File: src/rtl/bap_pkg.sv
package bap_pkg;

  localparam int unsigned MAX_NAME   = 32;
  localparam int unsigned MAX_RECORD = 31;

  localparam logic [7:0] TYPE_FLAGS         = 8'h01;
  localparam logic [7:0] TYPE_NAME_SHORT    = 8'h08;
  localparam logic [7:0] TYPE_NAME_COMPLETE = 8'h09;

  localparam int unsigned IN_DATA_W  = 16;
  localparam int unsigned OUT_DATA_W = 16;
  localparam int unsigned KIND_W     = 2;

  typedef enum logic [KIND_W-1:0] {
    KIND_NONE     = 2'd0,
    KIND_FLAGS    = 2'd1,
    KIND_SHORT    = 2'd2,
    KIND_COMPLETE = 2'd3
  } kind_t;

  // one parsed result, as it waits in the queue
  typedef struct packed {
    kind_t      kind;
    logic [7:0] value;
    logic [4:0] name_index;
    logic       record_end;
    logic       record_error;
  } result_t;

endpackage

File: src/rtl/bap_front.sv
module bap_front (
  input  logic              clk,
  input  logic              rst_n,
  input  logic              accept,
  input  logic [7:0]        data_byte,
  input  logic              first_byte,
  input  logic [4:0]        record_length,
  output bap_pkg::result_t  result
);

  typedef enum logic [1:0] {
    FT_OTHER,
    FT_FLAGS,
    FT_SHORT,
    FT_COMPLETE
  } ftype_t;

  logic [4:0] byte_offset_r, byte_offset_nxt;
  logic [4:0] field_rem_r, field_rem_nxt;
  logic [4:0] field_pos_r, field_pos_nxt;
  ftype_t     field_type_r, field_type_nxt;
  logic [4:0] rec_len_r, rec_len_nxt;
  logic       error_seen_r, error_seen_nxt;

  logic [4:0] len_c;
  logic [4:0] off;
  logic [4:0] rem;
  logic [4:0] fpos;
  ftype_t     ftype;
  logic       err;
  logic [4:0] ci;
  logic [8:0] field_end;

  always_comb begin
    len_c = ({3'b000, record_length} > 8'(bap_pkg::MAX_RECORD)) ?
            5'(bap_pkg::MAX_RECORD) : record_length;

    // a first byte restarts the walk before the byte itself is parsed
    rec_len_nxt = first_byte ? len_c : rec_len_r;
    off   = first_byte ? 5'd0 : byte_offset_r;
    rem   = first_byte ? 5'd0 : field_rem_r;
    fpos  = first_byte ? 5'd0 : field_pos_r;
    ftype = first_byte ? FT_OTHER : field_type_r;
    err   = first_byte ? 1'b0 : error_seen_r;

    byte_offset_nxt = off;
    field_rem_nxt   = rem;
    field_pos_nxt   = fpos;
    field_type_nxt  = ftype;
    error_seen_nxt  = err;

    ci        = fpos - 5'd1;
    field_end = {4'b0000, off} + {1'b0, data_byte} + 9'd1;
    result    = '0;

    if (off < rec_len_nxt) begin
      if (!err) begin
        if (rem == 5'd0) begin
          if (data_byte != 8'd0) begin
            // length byte counts toward the record
            if (field_end > {4'b0000, rec_len_nxt}) begin
              error_seen_nxt = 1'b1;
            end else begin
              field_rem_nxt = data_byte[4:0];
              field_pos_nxt = 5'd0;
            end
          end
        end else begin
          if (fpos == 5'd0) begin
            unique case (data_byte)
              bap_pkg::TYPE_FLAGS:         field_type_nxt = FT_FLAGS;
              bap_pkg::TYPE_NAME_SHORT:    field_type_nxt = FT_SHORT;
              bap_pkg::TYPE_NAME_COMPLETE: field_type_nxt = FT_COMPLETE;
              default:                     field_type_nxt = FT_OTHER;
            endcase
          end else begin
            unique case (ftype) inside
              FT_FLAGS: begin
                if (ci == 5'd0) begin
                  result.kind  = bap_pkg::KIND_FLAGS;
                  result.value = data_byte;
                end
              end
              FT_SHORT, FT_COMPLETE: begin
                if ({1'b0, ci} < 6'(bap_pkg::MAX_NAME)) begin
                  result.kind = (ftype == FT_SHORT) ? bap_pkg::KIND_SHORT :
                                                      bap_pkg::KIND_COMPLETE;
                  result.value      = data_byte;
                  result.name_index = ci;
                end
              end
              default: ;
            endcase
          end
          field_pos_nxt = fpos + 5'd1;
          field_rem_nxt = rem - 5'd1;
        end
      end
      byte_offset_nxt = off + 5'd1;
      if (off + 5'd1 == rec_len_nxt) begin
        result.record_end   = 1'b1;
        result.record_error = error_seen_nxt;
      end
    end
  end

  always_ff @(posedge clk) begin
    if (!rst_n) begin
      byte_offset_r <= '0;
      field_rem_r   <= '0;
      field_pos_r   <= '0;
      field_type_r  <= FT_OTHER;
      rec_len_r     <= '0;
      error_seen_r  <= 1'b0;
    end else if (accept) begin
      byte_offset_r <= byte_offset_nxt;
      field_rem_r   <= field_rem_nxt;
      field_pos_r   <= field_pos_nxt;
      field_type_r  <= field_type_nxt;
      rec_len_r     <= rec_len_nxt;
      error_seen_r  <= error_seen_nxt;
    end
  end

endmodule

File: src/rtl/bap_queue.sv
module bap_queue (
  input  logic              clk,
  input  logic              rst_n,
  input  logic              push,
  input  bap_pkg::result_t  push_data,
  output logic              full,
  output logic              head_valid,
  input  logic              pop,
  output bap_pkg::result_t  head_data
);

  bap_pkg::result_t slot_r [2];
  logic       wr_ptr_r, wr_ptr_nxt;
  logic       rd_ptr_r, rd_ptr_nxt;
  logic [1:0] count_r, count_nxt;

  assign full       = (count_r == 2'd2);
  assign head_valid = (count_r != 2'd0);
  assign head_data  = slot_r[rd_ptr_r];

  always_comb begin
    wr_ptr_nxt = wr_ptr_r ^ push;
    rd_ptr_nxt = rd_ptr_r ^ pop;
    count_nxt  = count_r + {1'b0, push} - {1'b0, pop};
  end

  always_ff @(posedge clk) begin
    if (!rst_n) begin
      wr_ptr_r <= 1'b0;
      rd_ptr_r <= 1'b0;
      count_r  <= 2'd0;
    end else begin
      wr_ptr_r <= wr_ptr_nxt;
      rd_ptr_r <= rd_ptr_nxt;
      count_r  <= count_nxt;
    end
  end

  always_ff @(posedge clk) begin
    if (push) begin
      slot_r[wr_ptr_r] <= push_data;
    end
  end

endmodule

File: src/rtl/ble_adv_data_field_parser.sv
// channel  direction  handshake             payload
// in_      slave      in_tvalid/in_tready   tdata {record_length, data_byte}, tuser first_byte
// out_     master     out_tvalid/out_tready tdata {record_error, name_index, value},
//                                           tuser kind, tlast record_end
// Every request in gives exactly one request out; one byte per cycle sustained while out_tready is high.
// The parser updates its state on accept and writes the result into a
// two-entry queue whose head drives the output ports.
// in_tready drops only while both queue entries are occupied.
// rst_n is synchronous, active low, and clears parse state and the queue.
module ble_adv_data_field_parser (
  input  logic                           clk,
  input  logic                           rst_n,
  input  logic                           in_tvalid,
  output logic                           in_tready,
  input  logic [bap_pkg::IN_DATA_W-1:0]  in_tdata,   // [7:0] data_byte, [12:8] record_length
  input  logic [0:0]                     in_tuser,   // [0] first_byte
  output logic                           out_tvalid,
  input  logic                           out_tready,
  output logic [bap_pkg::OUT_DATA_W-1:0] out_tdata,  // [7:0] value, [12:8] name_index,
                                                     // [13] record_error
  output logic [bap_pkg::KIND_W-1:0]     out_tuser,  // [1:0] kind
  output logic                           out_tlast
);

  logic             in_accept;
  logic             q_full;
  logic             q_pop;
  bap_pkg::result_t front_result;
  bap_pkg::result_t head;

  assign in_tready = !q_full;
  assign in_accept = in_tvalid && in_tready;
  assign q_pop     = out_tvalid && out_tready;

  bap_front u_front (
    .clk           (clk),
    .rst_n         (rst_n),
    .accept        (in_accept),
    .data_byte     (in_tdata[7:0]),
    .first_byte    (in_tuser[0]),
    .record_length (in_tdata[12:8]),
    .result        (front_result)
  );

  bap_queue u_queue (
    .clk        (clk),
    .rst_n      (rst_n),
    .push       (in_accept),
    .push_data  (front_result),
    .full       (q_full),
    .head_valid (out_tvalid),
    .pop        (q_pop),
    .head_data  (head)
  );

  assign out_tdata = {2'b00, head.record_error, head.name_index, head.value};
  assign out_tuser = head.kind;
  assign out_tlast = head.record_end;

endmodule

File: config.mk
export PLATFORM = sky130hd
export DESIGN_NAME = ble_adv_data_field_parser
export DESIGN_NICKNAME = d
export VERILOG_FILES = /design/src/rtl/bap_pkg.sv /design/src/rtl/bap_front.sv /design/src/rtl/bap_queue.sv /design/src/rtl/ble_adv_data_field_parser.sv
export SDC_FILE = /design/constraint.sdc
export NUM_CORES = 1
export LEC_CHECK = 0
export ABC_AREA = 1
export BUFFER_PORTS_ARGS = -buffer_cell sky130_fd_sc_hd__buf_4
export CORE_ASPECT_RATIO = 0.75
export CORE_MARGIN = 4
export CORE_UTILIZATION = 40
export CTS_CLUSTER_DIAMETER = 150
export DETAILED_ROUTE_END_ITERATION = 12
export SYNTH_ARGS = -nofsm -noshare
export SYNTH_HDL_FRONTEND = slang
export SYNTH_SLANG_ARGS = --single-unit
File: constraint.sdc
create_clock -name clk -period 3.5 [get_ports clk]
set_input_delay 0.7 -clock clk [delete_from_list [all_inputs] [get_ports clk]]
set_output_delay 0.7 -clock clk [all_outputs]
set_load 0.01 [all_outputs]
==> metrics.json, run 1 <==
{
  "die_y_um": 93.7,
  "antenna_left": 0,
  "syn-instance-count": 446,
  "postCtsSetupRepairBufs": 0,
  "rsz0062_at_grt": "no",
  "report.final.setup_viol": 0,
  "cts-htree-levels": 3,
  "synth.distinct_cells": 50,
  "port_buffers": 36,
  "finalHoldViolCount": 0,
  "number_of_global_route_vias_before_repair": 2991,
  "floorplan.core_area_um2": 9310,
  "synth.cell_area_um2": 3920,
  "ys_dominant_reg_cell": "sky130_fd_sc_hd__edfxtp_1",
  "worstPathArrival_ns": 3.10,
  "cts.reportedPaths.clkPinSlew_ns": 0.06,
  "worst_ir_drop_on_vdd_mv": 0.420,
  "globalplace.congestion": 0.873,
  "power-per-cell-area_nw_per_um2": 642,
  "setup.worst_path.end_class": "flip-flop",
  "setup-tns-final_ns": 0,
  "total_via_count_in_the_routed_design": 3157,
  "slew_violations": 0,
  "global_route.overflow_total": 0,
  "post-place-ws_ns": 0.115,
  "io_count": 42,
  "synth_enable_flop_cells": 34,
  "hold_class": "flip-flop to flip-flop",
  "row_count": 30,
  "detailed_place_hpwl_um": 6510,
  "syn2layout_area_growth_pct": 20.1,
  "worst-slew-pin-transition_ns": 0.813,
  "post-route-util": 0.506,
  "clkSinkCount": 62,
  "die-width_um": 122,
  "starting_density_of_the_core": 0.421,
  "criticalPathCategory": "input port to flip-flop",
  "p_leak_uw": 0.00209,
  "synth_seq_area_share": 0.404,
  "min_period_ns": 3.02,
  "n_fill_cell": 891,
  "synth_seq_cells": 62,
  "timing.critical_path.from_type": "input port",
  "yosys_warns": 0,
  "syn-mean-instance-area_um2": 8.78,
  "layout-drive-gt1-share": 0.279,
  "antennaDiodeCount": 0,
  "numCtsBuffers": 9,
  "timing.clock.skew_ns": 0.00683,
  "cp_data_required_time_ns": 3.58,
  "drt_first_iter_violations": 207,
  "tritoncts": "yes",
  "grt_first_pass_wirelength_um": 14800,
  "drt-pass1-iter-count": 4,
  "status": "completed",
  "critPathMaxFanout": 4,
  "fp.dieArea_um2": 11500,
  "via_per_inst": 5.04,
  "clkLatencyLatePin_ns": 0.34,
  "post_drt_wl_per_cell_um": 14.2,
  "cts.repair.resized": 0,
  "achievable-frequency_mhz": 332,
  "initial_antenna_violation_count": 0,
  "commonest_non_fill_non_tap_cell_in_the_layout": "sky130_fd_sc_hd__nand2_1",
  "drc_errors": 0,
  "period_share": 0.862,
  "cts_buffer_depth": 2,
  "post-route-worst-setup-slack_ns": 0.484,
  "grt_usage": 0.169,
  "count_of_hold_fix_buffers_inserted_at_cts": 0,
  "wirelength_um": 8890,
  "max_slew_margin": 0.457,
  "hold_ws_ns": 0.454,
  "root_buffer": "sky130_fd_sc_hd__clkbuf_16",
  "drv_cap": 0,
  "final_cell_mix": "72 x sky130_fd_sc_hd__nand2_1, 51 x sky130_fd_sc_hd__inv_1, 50 x sky130_fd_sc_hd__buf_4",
  "design.final.nets": 538,
  "ys_async_sr_fraction": 0,
  "grt_start_max_net_pins": 28
}
cells in the mapped netlist, drive strengths merged (3+ instances only):
library cell,count,area share
o21ai,27,0.038
nand4,7,0.013
nand2,86,0.098
xnor2,3,0.0067
mux2,17,0.049
or2,4,0.0064
dfxtp,28,0.14
clkbuf,7,0.0067
edfxtp,34,0.26
nor3,11,0.022
inv,57,0.057
xor2,11,0.027
nand3,22,0.034
ha,23,0.073
a31oi,4,0.010
buf,7,0.014
o211ai,4,0.0077
nor2,39,0.055
a21oi,44,0.058
registers in the layout (all words and copies together), names as in the netlist, named ones only:
register,cells
u_front.error_seen_r,1
u_queue.rd_ptr_r,1
u_queue.slot_r,34
u_queue.count_r,2
u_front.rec_len_r,5
u_front.field_type_r,2
u_queue.wr_ptr_r,1
u_front.byte_offset_r,5
u_front.field_pos_r,5
u_front.field_rem_r,5
kinds of logic after synthesis:
group,count (synthesis),synth area share
compound gates,83,0.124
xor+xnor,14,0.0332
fa+ha+maj,23,0.0735
buf+inv,71,0.0770
flops,62,0.404
mux,18,0.0514
other cells,1,0.000957
simple gates,174,0.236
critical path: stages:
cell	delay, ns
sky130_fd_sc_hd__buf_4	0.12
sky130_fd_sc_hd__inv_4	0.08
sky130_fd_sc_hd__nand2_1	0.08
sky130_fd_sc_hd__ha_1	0.18
sky130_fd_sc_hd__inv_1	0.08
sky130_fd_sc_hd__ha_1	0.13
sky130_fd_sc_hd__o21bai_1	0.14
sky130_fd_sc_hd__xor2_1	0.19
sky130_fd_sc_hd__ha_1	0.28
sky130_fd_sc_hd__a21oi_1	0.13
sky130_fd_sc_hd__nand2_1	0.06
sky130_fd_sc_hd__nand2_1	0.05
sky130_fd_sc_hd__nand2_1	0.05
sky130_fd_sc_hd__nand2_1	0.05
sky130_fd_sc_hd__nand2_1	0.05
sky130_fd_sc_hd__a21oi_1	0.15
sky130_fd_sc_hd__and2_4	0.20
sky130_fd_sc_hd__nand2_1	0.06
sky130_fd_sc_hd__nand2_1	0.07
sky130_fd_sc_hd__nand2_1	0.07
sky130_fd_sc_hd__and2_1	0.18
path summary, 6_finish.rpt:
kind                             from                   end  slack (ns)  cells after the start
min reg2reg      u_front.rec_len_r[0]  u_front.rec_len_r[0]        0.45                      2
max                          in_tuser  u_queue.slot_r[1][0]        0.48                     21
max reg2reg  u_front.byte_offset_r[1]  u_queue.slot_r[1][0]        0.63                     19
min              u_front.rec_len_r[0]  u_front.rec_len_r[0]        0.45                      2
per-layer routing:
| metal | up-vias | part of all wire | global-route usage |
|---|---|---|---|
| met5 | - | 0 | 0 |
| met4 | 0 | 0.012 | 0.0587 |
| met3 | 9 | 0.078 | 0.0464 |
| met2 | 97 | 0.41 | 0.244 |
| met1 | 1452 | 0.50 | 0.241 |
| li1 | 1599 | - | - |
report_power, final:
group	switching, µW	total (µW)	internal (µW)
sequential	84.9	995	910
clock	347	980	633
combinational	596	1040	448
cell type report:
cell class | instances | area [µm²] | area share
clock buffers | 9 | 225 | 0.0479
clock inverters | 7 | 104 | 0.0221
inverters | 57 | 221 | 0.0471
multi-input cells | 314 | 2040 | 0.433
flip-flops and latches | 62 | 1580 | 0.336
well taps | 128 | 160 | 0.0340
repair buffers | 50 | 375 | 0.0798
metrics by stage:
step,total power (µW),cell area [µm²],std cells
after floorplan,1730,3920,447
after global placement,2030,4380,611
after detailed placement,2050,4380,611
after CTS,3050,4710,627
after global routing,3230,4710,627
final,3020,4710,627
(Power assumes the default switching activity.)
==> run 2, diff against run 1 <==
--- a/config.mk
+++ b/config.mk
@@ -9,7 +9,7 @@
 export BUFFER_PORTS_ARGS = -buffer_cell sky130_fd_sc_hd__buf_4
 export CORE_ASPECT_RATIO = 0.75
 export CORE_MARGIN = 4
-export CORE_UTILIZATION = 40
+export CORE_UTILIZATION = 27
 export CTS_CLUSTER_DIAMETER = 150
 export DETAILED_ROUTE_END_ITERATION = 12
 export SYNTH_ARGS = -nofsm -noshare
==> run 2 against run 1 <==
Power shrank 0.37%. Cell area grew 1.2%. Combinational power is essentially flat. Die area grew 44%. Critical path type unchanged.
==> metrics.json, run 2 (synthesized netlist as in run 1, its figures left out) <==
{
  "wirelength_um": 9470,
  "cts.repair.resized": 0,
  "numCtsBuffers": 9,
  "post_drt_wl_per_cell_um": 13.7,
  "detailed_place.area_um2": 4450,
  "min_period_ns": 3.10,
  "starting_density_of_the_core": 0.280,
  "worst_ir_drop_on_vdd_mv": 0.329,
  "report.final.setup_viol": 0,
  "die_y_um": 112,
  "grt_start_max_net_pins": 25,
  "clkSinkCount": 62,
  "grt_first_pass_wirelength_um": 15500,
  "hold_path_stages": 2,
  "fp.dieArea_um2": 16500,
  "total_via_count_in_the_routed_design": 3133,
  "path_cells": "buf_4 -> inv_4 -> nand2_1 -> ha_1 -> inv_1 -> ha_1 -> o21bai_1 -> xor2_1 -> ha_1 -> a21oi_1 -> nand2_1 -> nand2_1 -> nand2_1 -> nand2_1 -> nand2_1 -> a21oi_1 -> and2_4 -> nand2_1 -> nand2_1 -> nand2_1 -> and2_1",
  "cts-htree-levels": 3,
  "cts_buffer_depth": 2,
  "largest_register_ffs": 34,
  "die-width_um": 147,
  "drt_first_iter_violations": 182,
  "row_count": 37,
  "power-per-cell-area_nw_per_um2": 632,
  "detailed_place_hpwl_um": 6970,
  "timing.clock.skew_ns": 0.00809,
  "period_share": 0.886,
  "register_with_the_most_flip_flops": "u_queue.slot_r",
  "commonest_non_fill_non_tap_cell_in_the_layout": "sky130_fd_sc_hd__nand2_1",
  "clkLatencyLatePin_ns": 0.33,
  "crit_family": "simple AND/OR/NAND/NOR gates",
  "floorplan.core_area_um2": 14000,
  "count_of_hold_fix_buffers_inserted_at_cts": 0,
  "slew_violations": 0,
  "global_route.overflow_total": 0,
  "timing.critical_path.from_type": "input port",
  "drv_cap": 0,
  "worst-r2r-setup-slack_ns": 0.58,
  "number_of_global_route_vias_before_repair": 2971,
  "drc_errors": 0,
  "post-route-util": 0.341,
  "status": "completed",
  "hold_ws_ns": 0.447,
  "antennaDiodeCount": 0,
  "critPathMaxFanout": 7,
  "via_per_inst": 4.53,
  "criticalPathCategory": "input port to flip-flop",
  "root_buffer": "sky130_fd_sc_hd__clkbuf_16",
  "postCtsSetupRepairBufs": 0,
  "setup.worst_path.end_class": "flip-flop",
  "p_total_uw": 3010,
  "grt_usage": 0.117,
  "worst-r2r-cell-count": 19,
  "final_design_area_no_fill_um2": 4760,
  "final_cell_mix": "72 x sky130_fd_sc_hd__nand2_1, 51 x sky130_fd_sc_hd__inv_1, 48 x sky130_fd_sc_hd__buf_4",
  "finalHoldViolCount": 0,
  "r2r_start": "u_front.byte_offset_r[1]",
  "worst_path_most_repeated_cell": "sky130_fd_sc_hd__nand2_1",
  "worst-slew-pin-transition_ns": 0.776,
  "cp_data_required_time_ns": 3.57,
  "drt-pass1-iter-count": 5,
  "setup-tns-final_ns": 0,
  "worstPathArrival_ns": 3.17,
  "syn2layout_area_growth_pct": 21.5,
  "rsz0062_at_grt": "no",
  "cpMaxStageDelayCell": "sky130_fd_sc_hd__ha_1",
  "worst-path-stages": 21,
  "antenna_left": 0,
  "tritoncts": "yes",
  "cts.reportedPaths.clkPinSlew_ns": 0.05,
  "layout-drive-gt1-share": 0.274,
  "globalplace.congestion": 0.838,
  "critical_path.startpoint": "in_tuser",
  "hold_path_startpoint": "u_front.rec_len_r[0]",
  "achievable-frequency_mhz": 323,
  "max_slew_margin": 0.483,
  "p_leak_uw": 0.00207,
  "initial_antenna_violation_count": 0,
  "io_count": 42,
  "worst_path_largest_cell_delay_ns": 0.28,
  "design.final.nets": 536,
  "port_buffers": 36,
  "hold_class": "flip-flop to flip-flop",
  "cp.buffers_inverters": 3
}
==> run 2: cell count changes in the layout (fill, tap and decap cells not counted), sizes merged <==
cell      change
inv           -3
buf           -2
clkbuf        +1
clkinv        +1
clkinvlp      +1
==> run 2: worst paths after layout <==
check,end
worst max-delay path,u_queue.slot_r[1][0]
worst min-delay path,u_front.rec_len_r[0]
worst max register to register,u_queue.slot_r[1][0]
worst min register to register,u_front.rec_len_r[0]
==> run 2: cell type report <==
cell class | instances | area (µm²)
well taps | 195 | 244
flip-flops and latches | 62 | 1580
inverters | 57 | 221
clock inverters | 6 | 86.3
fillers | 1450 | 9220
repair buffers | 48 | 360
clock buffers | 10 | 229
multi-input cells | 314 | 2040
==> run 2: metrics by stage <==
step | std cells | setup slack [ns]
finish | 692 | 0.399
global route | 692 | 0.172
CTS | 692 | 0.426
detailed placement | 676 | 0.106
global placement | 676 | 0.104
floorplan | 447 | 0.321
==> run 2: worst reg2reg max path: cells and delay by family (launching register included) <==
kind | cells | cell delay [ns]
AOI/OAI and AO/OA | 3 | 0.48
adders and majority gates | 2 | 0.50
and+or+nand+nor | 13 | 1.08
xor gates and xnor gates | 1 | 0.16
DFF | 1 | 0.46
==> run 2: metal layers <==
layer,GRT usage,routed length (µm),vias to the layer above
li1,-,-,1591
met5,0,0,-
met2,0.156,3780,90
met4,0.0317,57,0
met1,0.183,5030,1447
met3,0.0303,608,5
==> run 2: where the power goes <==
group	internal, µW	switching (µW)
sequential	912	82.0
clock	622	333
combinational	445	615
total	1980	1030
==> run 3, diff against run 2 <==
--- a/config.mk
+++ b/config.mk
@@ -14,4 +14,5 @@
 export DETAILED_ROUTE_END_ITERATION = 12
 export SYNTH_ARGS = -nofsm -noshare
 export SYNTH_HDL_FRONTEND = slang
+export SYNTH_HIERARCHICAL = 1
 export SYNTH_SLANG_ARGS = --single-unit
==> run 3 against run 2 <==
Utilization shrank 0.38 points. First-iteration DRC count grew 17%. Clock skew shrank 0.0020 ns. Synthesized cell count grew 3.8%. Cell area shrank 1.1%. Setup slack gained 0.038 ns. Critical path type unchanged. Largest cell class unchanged. Highest routed layer unchanged.
==> metrics.json, run 3 <==
{
  "cts_buffer_depth": 2,
  "internal_power_uw": 2030,
  "report.final.setup_viol": 0,
  "fp.dieArea_um2": 16500,
  "proportion_of_power_drawn_by_combinational_gates": 0.361,
  "global_route.overflow_total": 0,
  "ys_async_sr_fraction": 0,
  "cts.reportedPaths.clkPinSlew_ns": 0.05,
  "grt_start_max_net_pins": 28,
  "number_of_global_route_vias_before_repair": 3092,
  "design.final.nets": 552,
  "proportion_of_power_drawn_by_flip_flops_and_latches": 0.334,
  "synth.top_cell.area_share": 0.261,
  "criticalPathCategory": "input port to flip-flop",
  "total_via_count_in_the_routed_design": 3150,
  "drc_errors": 0,
  "post_drt_wl_per_cell_um": 12.8,
  "worst_ir_drop_on_vdd_mv": 0.303,
  "hold_class": "flip-flop to flip-flop",
  "synth_area_in_simple_gates": 0.235,
  "synth.most_common_cell": "sky130_fd_sc_hd__nand2_1",
  "drv_cap": 0,
  "cts-htree-levels": 3,
  "postCtsSetupRepairBufs": 0,
  "count_of_hold_fix_buffers_inserted_at_cts": 0,
  "grt_usage": 0.112,
  "hold_path_stages": 2,
  "worst-slew-pin-transition_ns": 1.02,
  "hold_path_startpoint": "u_front/rec_len_r[0]",
  "commonest_non_fill_non_tap_cell_in_the_layout": "sky130_fd_sc_hd__nand2_1",
  "root_buffer": "sky130_fd_sc_hd__clkbuf_16",
  "cp_data_required_time_ns": 3.74,
  "drt-pass1-iter-count": 5,
  "detailed_place_hpwl_um": 6960,
  "row_count": 37,
  "status": "completed",
  "synth_seq_area_share": 0.404,
  "synth_xor_area_frac": 0.0335,
  "worst_case_hold_path_end_point": "u_front/rec_len_r[0]",
  "r2r_start": "u_front/byte_offset_r[0]",
  "achievable-frequency_mhz": 327,
  "min_period_ns": 3.06,
  "max_slew_margin": 0.322,
  "synth.distinct_cells": 44,
  "rsz0062_at_grt": "no",
  "port_buffers": 36,
  "starting_density_of_the_core": 0.280,
  "globalplace.congestion": 0.824,
  "synth_top_family_by_area": "simple AND/OR/NAND/NOR gates",
  "layout-drive-gt1-share": 0.212,
  "power-per-cell-area_nw_per_um2": 649,
  "wirelength_um": 9090,
  "die_y_um": 112,
  "synth_area_leaders": "sky130_fd_sc_hd__edfxtp_1 26%, sky130_fd_sc_hd__dfxtp_1 14%, sky130_fd_sc_hd__nand2_1 8.6%",
  "final_cell_mix": "90 x sky130_fd_sc_hd__nand2_1, 59 x sky130_fd_sc_hd__inv_1, 44 x sky130_fd_sc_hd__buf_4",
  "setup.worst_path.end_class": "flip-flop",
  "finalHoldViolCount": 0,
  "syn-mean-instance-area_um2": 8.46,
  "clkLatencyLatePin_ns": 0.32,
  "netlist.top_cell.by_area": "sky130_fd_sc_hd__edfxtp_1",
  "timing.critical_path.from_type": "input port",
  "worst-r2r-cell-count": 27,
  "timing.clock.skew_ns": 0.00613,
  "yosys.area_share.adder": 0.0735,
  "largest_register_ffs": 34,
  "setup-tns-final_ns": 0,
  "critPathMaxFanout": 8,
  "synth.cell_area_um2": 3920,
  "synth_enable_flop_cells": 34,
  "cts.repair.resized": 0,
  "crit-reg2reg-capture": "u_front/field_rem_r[4]",
  "worstPathArrival_ns": 3.30,
  "synth.area.mux_share": 0.0661,
  "register_with_the_most_flip_flops": "u_queue/slot_r",
  "via_per_inst": 4.45,
  "worst-r2r-setup-slack_ns": 0.62,
  "yosys_warns": 6,
  "tritoncts": "yes",
  "numCtsBuffers": 9,
  "grt_first_pass_wirelength_um": 15000,
  "die-width_um": 147,
  "synth_seq_cells": 62,
  "n_fill_cell": 1478,
  "antennaDiodeCount": 0,
  "slew_violations": 0,
  "drt_first_iter_violations": 213,
  "io_count": 42,
  "p_leak_uw": 0.00208,
  "ys_dominant_reg_cell": "sky130_fd_sc_hd__edfxtp_1",
  "hold_ws_ns": 0.445,
  "initial_antenna_violation_count": 0,
  "switching_power_uw": 1020,
  "syn2layout_area_growth_pct": 20.2,
  "detailed_place.area_um2": 4390,
  "syn-instance-count": 463,
  "antenna_left": 0,
  "compound_cell_area_share_of_the_yosys_netlist": 0.0962,
  "clkSinkCount": 62,
  "floorplan.core_area_um2": 14000,
  "final_design_area_no_fill_um2": 4710,
  "post_synth_most_frequent_cells": "90 x sky130_fd_sc_hd__nand2_1, 59 x sky130_fd_sc_hd__inv_1, 39 x sky130_fd_sc_hd__a21oi_1, 35 x sky130_fd_sc_hd__nor2_1, 34 x sky130_fd_sc_hd__edfxtp_1",
  "power.switching_fraction": 0.335,
  "period_share": 0.875,
  "clock_power_share": 0.305
}
run 3: cell count changes in the layout (fill, tap and decap cells not counted), sizes merged, moves of 3 or more:
cell,before,now
o21ai,27,20
inv,57,65
nand2,86,102
a21oi,44,39
nand3,22,27
or2,4,1
a31oi,4,1
nor2,39,42
buf,48,44
run 3: per-layer routing:
| metal | track usage | wire [µm] |
|---|---|---|
| met5 | 0 | 0 |
| met4 | 0.0304 | 86 |
| met3 | 0.0367 | 705 |
| met2 | 0.170 | 3870 |
| met1 | 0.152 | 4420 |
run 3: worst max-delay path, cell delays in order:
cell	delay, ns
sky130_fd_sc_hd__buf_4	0.17
sky130_fd_sc_hd__inv_2	0.10
sky130_fd_sc_hd__nand2_2	0.10
sky130_fd_sc_hd__nand2_1	0.07
sky130_fd_sc_hd__and2_1	0.14
sky130_fd_sc_hd__ha_1	0.18
sky130_fd_sc_hd__inv_1	0.06
sky130_fd_sc_hd__nand2_2	0.07
sky130_fd_sc_hd__xor2_1	0.16
sky130_fd_sc_hd__ha_1	0.28
sky130_fd_sc_hd__nand2_1	0.07
sky130_fd_sc_hd__inv_1	0.05
sky130_fd_sc_hd__nand2_1	0.06
sky130_fd_sc_hd__nand2_1	0.05
sky130_fd_sc_hd__nand2_1	0.06
sky130_fd_sc_hd__nand2_1	0.05
sky130_fd_sc_hd__nand2_1	0.05
sky130_fd_sc_hd__nand2_1	0.04
sky130_fd_sc_hd__nand2_1	0.06
sky130_fd_sc_hd__nand2_1	0.06
sky130_fd_sc_hd__nor2_2	0.16
sky130_fd_sc_hd__nand2_2	0.09
sky130_fd_sc_hd__clkinv_2	0.06
sky130_fd_sc_hd__nand2_4	0.07
sky130_fd_sc_hd__o21ai_1	0.13
sky130_fd_sc_hd__nand2_1	0.06
sky130_fd_sc_hd__a21oi_1	0.15
run 3: how the worst max path moves through the flow:
stage                  start                      to
floorplan           in_tuser    u_queue/slot_r[0][0]
global placement    in_tuser    u_queue/slot_r[0][0]
detailed placement  in_tuser    u_queue/slot_r[0][0]
CTS                 in_tuser    u_queue/slot_r[0][0]
global route        in_tuser  u_front/field_rem_r[3]
finish              in_tuser  u_front/field_rem_r[4]
run 3: stage by stage:
step | std cells | util | setup slack [ns] | power (µW)
floorplan | 464 | - | 0.400 | 1810
global placement | 692 | 0.314 | 0.111 | 2110
detailed placement | 692 | 0.314 | 0.112 | 2140
CTS | 708 | 0.337 | 0.446 | 3090
global route | 708 | 0.337 | 0.102 | 3260
finish | 708 | 0.337 | 0.437 | 3050
run 3: cell families (layout without fill, tap and decap cells):
logic type                 after synthesis  after routing
buffers and inverters                   78            127
DFF                                     62             62
and+or+nand+nor                        195            195
xor gates and xnor gates                15             15
other                                    1              2
adders and majority gates               23             23
muxes                                   20             20
AOI/OAI and AO/OA                       69             69
run 3: power groups by stage:
| stage | Sequential (µW) | Clock (µW) | Combinational [µW] |
|---|---|---|---|
| 3_3_place_gp | 1030 | 0 | 1080 |
| 4_1_cts | 1020 | 952 | 1110 |
| 5_1_grt | 1040 | 982 | 1240 |
| 3_5_place_dp | 1040 | 0 | 1100 |
| 2_1_floorplan | 984 | 0 | 827 |
| 6_report | 1020 | 931 | 1100 |
run 3: final cells by class:
type	count	area, µm²	share of cell area
Clock buffer	10	229	0.0486
Clock inverter	6	86.3	0.0183
Tap cell	195	244	0.0518
Sequential cell	62	1580	0.336
Timing Repair Buffer	44	330	0.0702
Inverter	67	253	0.0537
Multi-Input combinational cell	324	1980	0.421
